`src/sv/lbac_pkg.sv`:
```
// lbac_pkg: shared types and constants of the lattice block adjacency classifier
// used by lbac_split and lattice_block_adjacency_classifier
package lbac_pkg;

  localparam int AXIS_BITS  = 10;
  localparam int ID_BITS    = 3 * AXIS_BITS;
  localparam int REG_BITS   = AXIS_BITS + 1;
  localparam int PLANE_BITS = 2 * AXIS_BITS + 1;

  // register indexes
  localparam logic [1:0] REG_PARTITION_X = 2'd0;
  localparam logic [1:0] REG_PARTITION_Y = 2'd1;
  localparam logic [1:0] REG_PARTITION_Z = 2'd2;

  // contact classes
  localparam logic [2:0] CLASS_NONE   = 3'd0;
  localparam logic [2:0] CLASS_FACE   = 3'd1;
  localparam logic [2:0] CLASS_EDGE   = 3'd2;
  localparam logic [2:0] CLASS_CORNER = 3'd3;
  localparam logic [2:0] CLASS_SELF   = 3'd4;

  localparam logic [REG_BITS-1:0] PART_MAX = REG_BITS'(1) << AXIS_BITS;

  typedef struct packed {
    logic [ID_BITS-1:0] id_first;
    logic [ID_BITS-1:0] id_second;
  } in_item_t;

  typedef struct packed {
    logic [AXIS_BITS-1:0] first_x;
    logic [AXIS_BITS-1:0] first_y;
    logic [AXIS_BITS-1:0] first_z;
    logic [AXIS_BITS-1:0] second_x;
    logic [AXIS_BITS-1:0] second_y;
    logic [AXIS_BITS-1:0] second_z;
    logic [2:0]           contact_class;
    logic                 out_of_range;
  } out_item_t;

  // coordinates of one block leaving the splitter
  typedef struct packed {
    logic [AXIS_BITS-1:0] x;
    logic [AXIS_BITS-1:0] y;
    logic [AXIS_BITS-1:0] z;
    logic                 ok;
  } coord_t;

  // zero acts as one, anything above the axis limit saturates
  function automatic logic [REG_BITS-1:0] eff_part(input logic [REG_BITS-1:0] v);
    logic [REG_BITS-1:0] r;
    if (v == '0) begin
      r = REG_BITS'(1);
    end else if (v > PART_MAX) begin
      r = PART_MAX;
    end else begin
      r = v;
    end
    return r;
  endfunction

endpackage

```
`src/sv/lbac_split.sv`:
```
// lbac_split: pipelined restoring divider that splits a linear id into x, y, z
// depends on lbac_pkg
module lbac_split import lbac_pkg::*; (
  input  logic                  clk_i,
  input  logic                  en_i,
  input  logic [ID_BITS-1:0]    id_i,
  input  logic [REG_BITS-1:0]   px_i,
  input  logic [PLANE_BITS-1:0] plane_i,
  input  logic [REG_BITS-1:0]   pz_i,
  output coord_t                coord_o
);

  localparam int N  = AXIS_BITS;
  localparam int RW = ID_BITS + 1;

  logic [RW-1:0]    rem_q [0:2*N];
  logic [2*N-1:0]   quo_q [1:2*N];
  logic             ok_q  [1:2*N];

  // input register
  always_ff @(posedge clk_i) begin
    if (en_i) begin
      rem_q[0] <= {1'b0, id_i};
    end
  end

  // one quotient bit per stage: z bits against plane, then y bits against px
  for (genvar s = 1; s <= 2 * N; s++) begin : g_stage
    logic [RW-1:0]  div;
    logic [RW-1:0]  rem_in;
    logic           bit_q;
    logic [RW-1:0]  rem_d;

    if (s <= N) begin : g_z
      assign div = RW'(plane_i) << (N - s);
    end else begin : g_y
      assign div = RW'(px_i) << (2 * N - s);
    end

    assign rem_in = rem_q[s-1];
    assign bit_q  = (rem_in >= div);
    assign rem_d  = bit_q ? (rem_in - div) : rem_in;

    if (s == 1) begin : g_first
      // z would not fit in N bits: id lies beyond any lattice depth
      always_ff @(posedge clk_i) begin
        if (en_i) begin
          rem_q[s] <= rem_d;
          quo_q[s] <= {{(2*N-1){1'b0}}, bit_q};
          ok_q[s]  <= (rem_in < (RW'(plane_i) << N));
        end
      end
    end else begin : g_rest
      always_ff @(posedge clk_i) begin
        if (en_i) begin
          rem_q[s] <= rem_d;
          quo_q[s] <= {quo_q[s-1][2*N-2:0], bit_q};
          ok_q[s]  <= ok_q[s-1];
        end
      end
    end
  end

  // quotient holds z then y; the remainder is x; in range when z is below pz
  assign coord_o.z  = quo_q[2*N][2*N-1:N];
  assign coord_o.y  = quo_q[2*N][N-1:0];
  assign coord_o.x  = rem_q[2*N][N-1:0];
  assign coord_o.ok = ok_q[2*N] && (REG_BITS'(quo_q[2*N][2*N-1:N]) < pz_i);

endmodule

```
`src/sv/lattice_block_adjacency_classifier.sv`:
```
// lattice_block_adjacency_classifier: top level, config registers, pipeline control
// depends on lbac_pkg and lbac_split
// path from input transfer to result: the input register, then 20 divider stages
// behind it, then one output register; the dividers resolve one quotient bit per stage
// throughput: one id pair per cycle; a stalled output holds the whole pipeline
// reset: partition registers and the plane size go to 1 and all valid bits clear
module lattice_block_adjacency_classifier import lbac_pkg::*; (
  input  logic                clk_i,
  input  logic                rst_ni,
  input  logic                in_valid_i,
  output logic                in_ready_o,
  input  in_item_t            in_data_i,
  output logic                out_valid_o,
  input  logic                out_ready_i,
  output out_item_t           out_data_o,
  input  logic                cfg_we_i,
  input  logic [1:0]          cfg_idx_i,
  input  logic [REG_BITS-1:0] cfg_data_i
);

  localparam int N     = AXIS_BITS;
  localparam int DEPTH = 2 * N + 1;

  logic [REG_BITS-1:0]   px_q, py_q, pz_q;
  logic [PLANE_BITS-1:0] plane_q;
  logic [DEPTH-1:0]      valid_q;
  logic                  out_valid_q;
  out_item_t             out_q, out_d;
  logic                  en;
  coord_t                ca, cb;

  // configuration writes, stored already clamped
  always_ff @(posedge clk_i or negedge rst_ni) begin
    if (!rst_ni) begin
      px_q <= REG_BITS'(1);
      py_q <= REG_BITS'(1);
      pz_q <= REG_BITS'(1);
    end else if (cfg_we_i) begin
      unique case (cfg_idx_i)
        REG_PARTITION_X: px_q <= eff_part(cfg_data_i);
        REG_PARTITION_Y: py_q <= eff_part(cfg_data_i);
        REG_PARTITION_Z: pz_q <= eff_part(cfg_data_i);
        default: ;
      endcase
    end
  end

  // plane size, one multiply
  always_ff @(posedge clk_i or negedge rst_ni) begin
    if (!rst_ni) begin
      plane_q <= PLANE_BITS'(1);
    end else begin
      plane_q <= PLANE_BITS'(px_q) * PLANE_BITS'(py_q);
    end
  end

  assign en         = !out_valid_q || out_ready_i;
  assign in_ready_o = en;

  // valid bits travel with the divider stages
  always_ff @(posedge clk_i or negedge rst_ni) begin
    if (!rst_ni) begin
      valid_q     <= '0;
      out_valid_q <= 1'b0;
    end else if (en) begin
      valid_q     <= {valid_q[DEPTH-2:0], in_valid_i};
      out_valid_q <= valid_q[DEPTH-1];
    end
  end

  lbac_split u_split_a (
    .clk_i   (clk_i),
    .en_i    (en),
    .id_i    (in_data_i.id_first),
    .px_i    (px_q),
    .plane_i (plane_q),
    .pz_i    (pz_q),
    .coord_o (ca)
  );

  lbac_split u_split_b (
    .clk_i   (clk_i),
    .en_i    (en),
    .id_i    (in_data_i.id_second),
    .px_i    (px_q),
    .plane_i (plane_q),
    .pz_i    (pz_q),
    .coord_o (cb)
  );

  // contact classification
  always_comb begin
    logic [N-1:0] dx, dy, dz;
    logic         near;
    logic [1:0]   zeros;
    logic         both_ok;
    dx      = (ca.x > cb.x) ? (ca.x - cb.x) : (cb.x - ca.x);
    dy      = (ca.y > cb.y) ? (ca.y - cb.y) : (cb.y - ca.y);
    dz      = (ca.z > cb.z) ? (ca.z - cb.z) : (cb.z - ca.z);
    near    = (dx <= N'(1)) && (dy <= N'(1)) && (dz <= N'(1));
    zeros   = 2'(dx == '0) + 2'(dy == '0) + 2'(dz == '0);
    both_ok = ca.ok && cb.ok;

    out_d.first_x  = ca.ok ? ca.x : '0;
    out_d.first_y  = ca.ok ? ca.y : '0;
    out_d.first_z  = ca.ok ? ca.z : '0;
    out_d.second_x = cb.ok ? cb.x : '0;
    out_d.second_y = cb.ok ? cb.y : '0;
    out_d.second_z = cb.ok ? cb.z : '0;
    out_d.out_of_range = !both_ok;

    if (!both_ok || !near) begin
      out_d.contact_class = CLASS_NONE;
    end else if (zeros == 2'd3) begin
      out_d.contact_class = CLASS_SELF;
    end else if (zeros == 2'd2) begin
      out_d.contact_class = CLASS_FACE;
    end else if (zeros == 2'd1) begin
      out_d.contact_class = CLASS_EDGE;
    end else begin
      out_d.contact_class = CLASS_CORNER;
    end
  end

  // output register
  always_ff @(posedge clk_i) begin
    if (en) begin
      out_q <= out_d;
    end
  end

  assign out_valid_o = out_valid_q;
  assign out_data_o  = out_q;

  // an id outside the lattice never touches anything
  a_oor_none: assert property (@(posedge clk_i) disable iff (!rst_ni)
    (out_valid_o && out_data_o.out_of_range) |-> (out_data_o.contact_class == CLASS_NONE))
    else $error("out of range result with a contact class");

  // same block means identical coordinates
  a_self_equal: assert property (@(posedge clk_i) disable iff (!rst_ni)
    (out_valid_o && out_data_o.contact_class == CLASS_SELF) |->
      (out_data_o.first_x == out_data_o.second_x &&
       out_data_o.first_y == out_data_o.second_y &&
       out_data_o.first_z == out_data_o.second_z))
    else $error("same block class with differing coordinates");

  // a stalled result stays put
  a_stall_hold: assert property (@(posedge clk_i) disable iff (!rst_ni)
    (out_valid_o && !out_ready_i) |=> (out_valid_o && $stable(out_data_o)))
    else $error("stalled result changed");

endmodule
```
`config.mk`:
```
export PLATFORM = sky130hd
export DESIGN_NAME = lattice_block_adjacency_classifier
export DESIGN_NICKNAME = d
export VERILOG_FILES = /design/src/sv/lbac_pkg.sv /design/src/sv/lbac_split.sv /design/src/sv/lattice_block_adjacency_classifier.sv
export SDC_FILE = /design/constraint.sdc
export NUM_CORES = 2
export LEC_CHECK = 0
export BUFFER_PORTS_ARGS = -buffer_cell sky130_fd_sc_hd__buf_2
export CAP_MARGIN = 20
export CORE_ASPECT_RATIO = 1.5
export CORE_MARGIN = 2
export CORE_UTILIZATION = 25
export DETAILED_ROUTE_END_ITERATION = 10
export PLACE_DENSITY = 0.43
export SETUP_SLACK_MARGIN = 0.5
export SLEW_MARGIN = 20
export SYNTH_ARGS = -nofsm -noshare
export SYNTH_HDL_FRONTEND = slang
export SYNTH_SLANG_ARGS = --single-unit
```
`constraint.sdc`:
```
create_clock -name clk_i -period 132.3 [get_ports clk_i]
set_clock_uncertainty 0.15 [all_clocks]
set_input_delay 26.46 -clock clk_i [delete_from_list [all_inputs] [get_ports clk_i]]
set_output_delay 26.46 -clock clk_i [all_outputs]
set_load 0.005 [all_outputs]
```
# After elaboration in Yosys (flattened, before gate mapping)
# Memories as Yosys holds them, arrays and structs flattened.
# Index checks and enable logic that the tools add are counted.
# W data, S select, Z words.
# totals
elab_cells	197
out_inout_bits	66
memories	6
register_bits	140
mem_bits_rw	2142
# classes
n_mul	1
n_reduce_logical	20
magnitude_cmp	51
muxes	50
eq_ne	5
addsub	48
# memory_table
memory	words	width	read_ports	rd_ports_with_merged_regs	write_ports	line_no	text
u_split_a.rem_q	21	31	21	0	21	lbac_split.sv:16	logic [RW-1:0] rem_q [0:2*N];
u_split_b.rem_q	21	31	21	0	21	lbac_split.sv:16	
u_split_a.quo_q	20	20	20	0	20	lbac_split.sv:17	logic [2*N-1:0] quo_q [1:2*N];
u_split_b.quo_q	20	20	20	0	20	lbac_split.sv:17	
u_split_a.ok_q	20	1	20	0	20	lbac_split.sv:18	logic ok_q [1:2*N];
u_split_b.ok_q	20	1	20	0	20	lbac_split.sv:18	
# op_table
operator	count
$mux W31	40
$ge A31 B11 Y1	2
$ge A31 B12 Y1	2
$ge A31 B13 Y1	2
$ge A31 B14 Y1	2
$ge A31 B15 Y1	2
$ge A31 B16 Y1	2
$ge A31 B17 Y1	2
$ge A31 B18 Y1	2
$ge A31 B19 Y1	2
$ge A31 B20 Y1	2
$ge A31 B21 Y1	2
$ge A31 B22 Y1	2
$ge A31 B23 Y1	2
$ge A31 B24 Y1	2
$ge A31 B25 Y1	2
$ge A31 B26 Y1	2
$ge A31 B27 Y1	2
$ge A31 B28 Y1	2
$ge A31 B29 Y1	2
$ge A31 B30 Y1	2
$lt A31 B31 Y1	2
$sub A31 B11 Y31	2
$sub A31 B12 Y31	2
other kinds (42)	89

# Logic depth before layout (Yosys ltp)
# An unclocked memory read counts as a cell.
# depth
ltp_word	10
mapped_depth	22

# By module
# A second synthesis with hierarchy kept.
# unflattened
hier_cells	9925
area_unflattened_um2	109847.9
# modules_own_cells
mod	area_each_um2	cells_per_inst	instances
lbac_split (u_split_a)	49045.8	4350	1
lbac_split (u_split_b)	48799.3	4328	1
lattice_block_adjacency_classifier	12002.8	1247	1

# Worst setup path before layout
# OpenSTA, ideal clock, no wires.
# synth_timing
kind	input to output
startpoint	in out_ready_i
endpoint	out in_ready_o
n_path_buf	2
arrival_ns	74.730
cell_stages	3
slack_ns	30.960
cell_sequence	nand2b_1 -> clkbuf_1 -> buf_1
# synth_via
elab_chain_cells	1
# synth_rtl
element	line_no	text
start, declared	lattice_block_adjacency_classifier.sv:14	input logic out_ready_i,
$logic_or A1 B1 Y1	lattice_block_adjacency_classifier.sv:57	assign en = !out_valid_q || out_ready_i;
end, declared	lattice_block_adjacency_classifier.sv:11	output logic in_ready_o,
# No other way between the ends.

# Final worst setup path
# Same ends and word-level chain as after synthesis.

==> summary.md <==
| Metric | Value |
|---|---|
| Outcome | finished clean |
| I/O pin count | between 100 and 150 |
| Antenna Nets Post-Route | 0 |
| Slew headroom | between 20% and 30% |
| Slew Limit Fails | 0 |
| Final non-filler cell area | 122500 um2 |
| Detailed router's first-iteration violation count | 3595 |
| Post-synth cell types | 88 |
| PwrDens | around 29 nW/um2 |
| DP Area | about 120000 um2 |
| Htree depth | 4 |
| Detail-routed via count per cell | around 4.6 |
| Crit path time final | 53.80 ns |
| YS warnings | 0 |
| Top FF cell, synth | edfxtp_1 |
| Leakage power | 45.56 nW |
| Hold Path Depth | 0 |
| Setup crit end kind | output port |
| Reg2Reg Depth | 20 |
| First-pass GRT wire length | between 400000 and 500000 um |
| Final Hold Violating Endpoints | 0 |
| Endpoints failing setup | 0 |
| WL final | 271800 um |
| Netlist Area Pre-Place | about 110000 um2 |
| Peak VDD IR | a little over 20 uV |
| Max-cap violations | 0 |
| Vias in the first global route | ~76000 |
| Dpl cells | between 15000 and 20000 |
| DRC | 0 |
| Clock latency on the worst-skew pair | ~0.9 ns |
| Critical path fanouts, max | 4 |
| Die W | 539.1 um |
| DP HPWL | slightly above 200000 um |
| Initial antenna violation count | 11 |
| CP arrival | between 20 and 30 ns |
| Post-synth ARST share | 4.090% |
| Worst Setup Start Kind | input pin |
| Crit share post-route | between 40 and 50% |
| Most common cell after layout, fill and taps aside | edfxtp_1 |
| Commonest cells after routing, fill and taps aside | edfxtp_1 (1782), ha_1 (810), nand2_1 (767), nor2_1 (674), a21oi_1 (656) |
| Core Util, Final | approximately 29% |
| Min-Delay Path Class | reg2reg |
| CTS resizes | 0 |
| Synthesized instance count | about 9500 |
| Pre-antenna DRT Iters | 6 |
| IO buf count | 143 |
| Setup TNS | 0 ns |
| Actual slew at the worst max-slew pin | roughly 1.1 ns |
| Synthesized Nets | 10534 |
| Routability cong. | roughly 0.89 |
| Layout area overhead | 14.09% |
| Overall routing resource usage | 12.26% |
| CTS Buf Count | approximately 220 |
| Post-synth EDFFs | around 1800 |
| Rows | ~290 |
| Fin nets | 10794 |
| FF+latch count, synth | 1858 |
| Vias | roughly 72000 |
| F_max | roughly 19 MHz |
| Die Y | roughly 810 um |
| Synth Area per Inst | roughly 11 um2 |
| Initial Util | between 20% and 30% |
| Wire per inst | about 17 um |
| Post-CTS Repair Setup Buffers | 0 |
| Worst path required time | approximately 110 ns |
| Clk slew on worst S/H paths | approximately 0.060 ns |
| Final non-filler cell total | ~16000 |
| CTS max path bufs | 4 |
| RSZ-0062 raised after global routing | no |
| CTS tree | done |
| Seq/Total Area, Yosys | between 50 and 60% |
| Core Box Area | 427400 um2 |
| Root Driver | clkbuf_16 |
| Crit Path Class | in2out |
| Total Power | around 0.0036 W |
| Pin count of the biggest net entering global routing | about 180 |
| Die area | between 400000 and 500000 um2 |
| Clk sink count | 1858 |
| Hold buffers post-CTS | 0 |
| Share of cells above drive strength 1 | under 10% |
| Grt ovf | 0 |
## where the power goes
part	switching, W	internal [W]	leakage [nW]
clock network	0.000244	0.000363	3.50
registers	0.000163	0.00105	18.1
logic	0.00100	0.000730	23.9
total	0.00141	0.00215	45.6
## flip-flops by register name, indices dropped and copies added (netlist names)
signal and count:
u_split_b.ok_q 20, u_split_a.ok_q 20, px_q 11, plane_q 21, u_split_b.rem_q 629, py_q 11
u_split_b.quo_q 210, u_split_a.quo_q 210, out_valid_o 1, out_data_o 64, valid_q 21, pz_q 11
u_split_a.rem_q 629
## area by class of cell
type	count	area, um2
clock buffer	245	5535
antenna	5	12.51
clock inverter	145	1620
timing repair buffer	243	1568
tap	5624	7037
sequential	1858	55420
inverter	461	1730
multi-input combinational	7001	49570
fill	43635	305000
## layer usage
| metal | wire (um) | track usage, % |
|---|---|---|
| met5 | 0 | 0 |
| met3 | 8125 | 1.381 |
| met4 | 16290 | 7.060 |
| met2 | 148800 | 24.55 |
| met1 | 98530 | 11.96 |
## Yosys cell counts, types with 128 or more instances
cell / n / share of area, %
edfxtp_1: 1782 / 50
nor3_1: 238 / 1.1
ha_1: 810 / 9.4
nand2b_1: 167 / 0.97
clkbuf_1: 184 / 0.64
xor2_1: 421 / 3.4
inv_1: 458 / 1.6
a21oi_1: 658 / 3.1
and2_1: 147 / 0.86
o21ai_0: 636 / 3.0
nor4_1: 142 / 0.83
nand2_1: 767 / 2.7
xnor2_1: 418 / 3.4
nor2_1: 675 / 2.4
a21o_1: 252 / 1.8
nor2b_1: 146 / 0.85
nand3_1: 128 / 0.60
## logic make-up after synthesis
| logic type | synth area share, % |
|---|---|
| fa+ha+maj | 11.79 |
| flops | 51.62 |
| xor+xnor | 6.844 |
| simple gates | 13.55 |
| mux | 1.612 |
| buf+inv | 2.325 |
| compound gates | 12.27 |
## critical path: stages
cell and delay, ns:
buf_2 0.10, nand2b_4 0.30, buf_2 0.25
## final timing paths
check                                 startpoint                endpoint  slack [ns]
hold reg to reg            u_split_b.quo_q[2][2]  u_split_b.quo_q[2][23]        0.25
setup reg to reg                         px_q[0]             plane_q[20]      126.05
setup / recovery                     out_ready_i              in_ready_o       78.50
max in group asynchronous                 rst_ni                 px_q[1]      106.01
min in group asynchronous                 rst_ni                 px_q[8]       25.46
hold / removal             u_split_b.quo_q[2][2]  u_split_b.quo_q[2][23]        0.25
## metrics by stage
stage | worst slack [ns] | hold slack (ns)
after floorplan | 30.96 | 0.2503
final | 78.50 | 0.2464
after detailed placement | 78.39 | 0.2545
after global placement | 78.37 | 0.2505
after global routing | 78.42 | 0.2524
after CTS | 78.38 | 0.2445
Note: power is estimated with default switching activity, not from simulation.
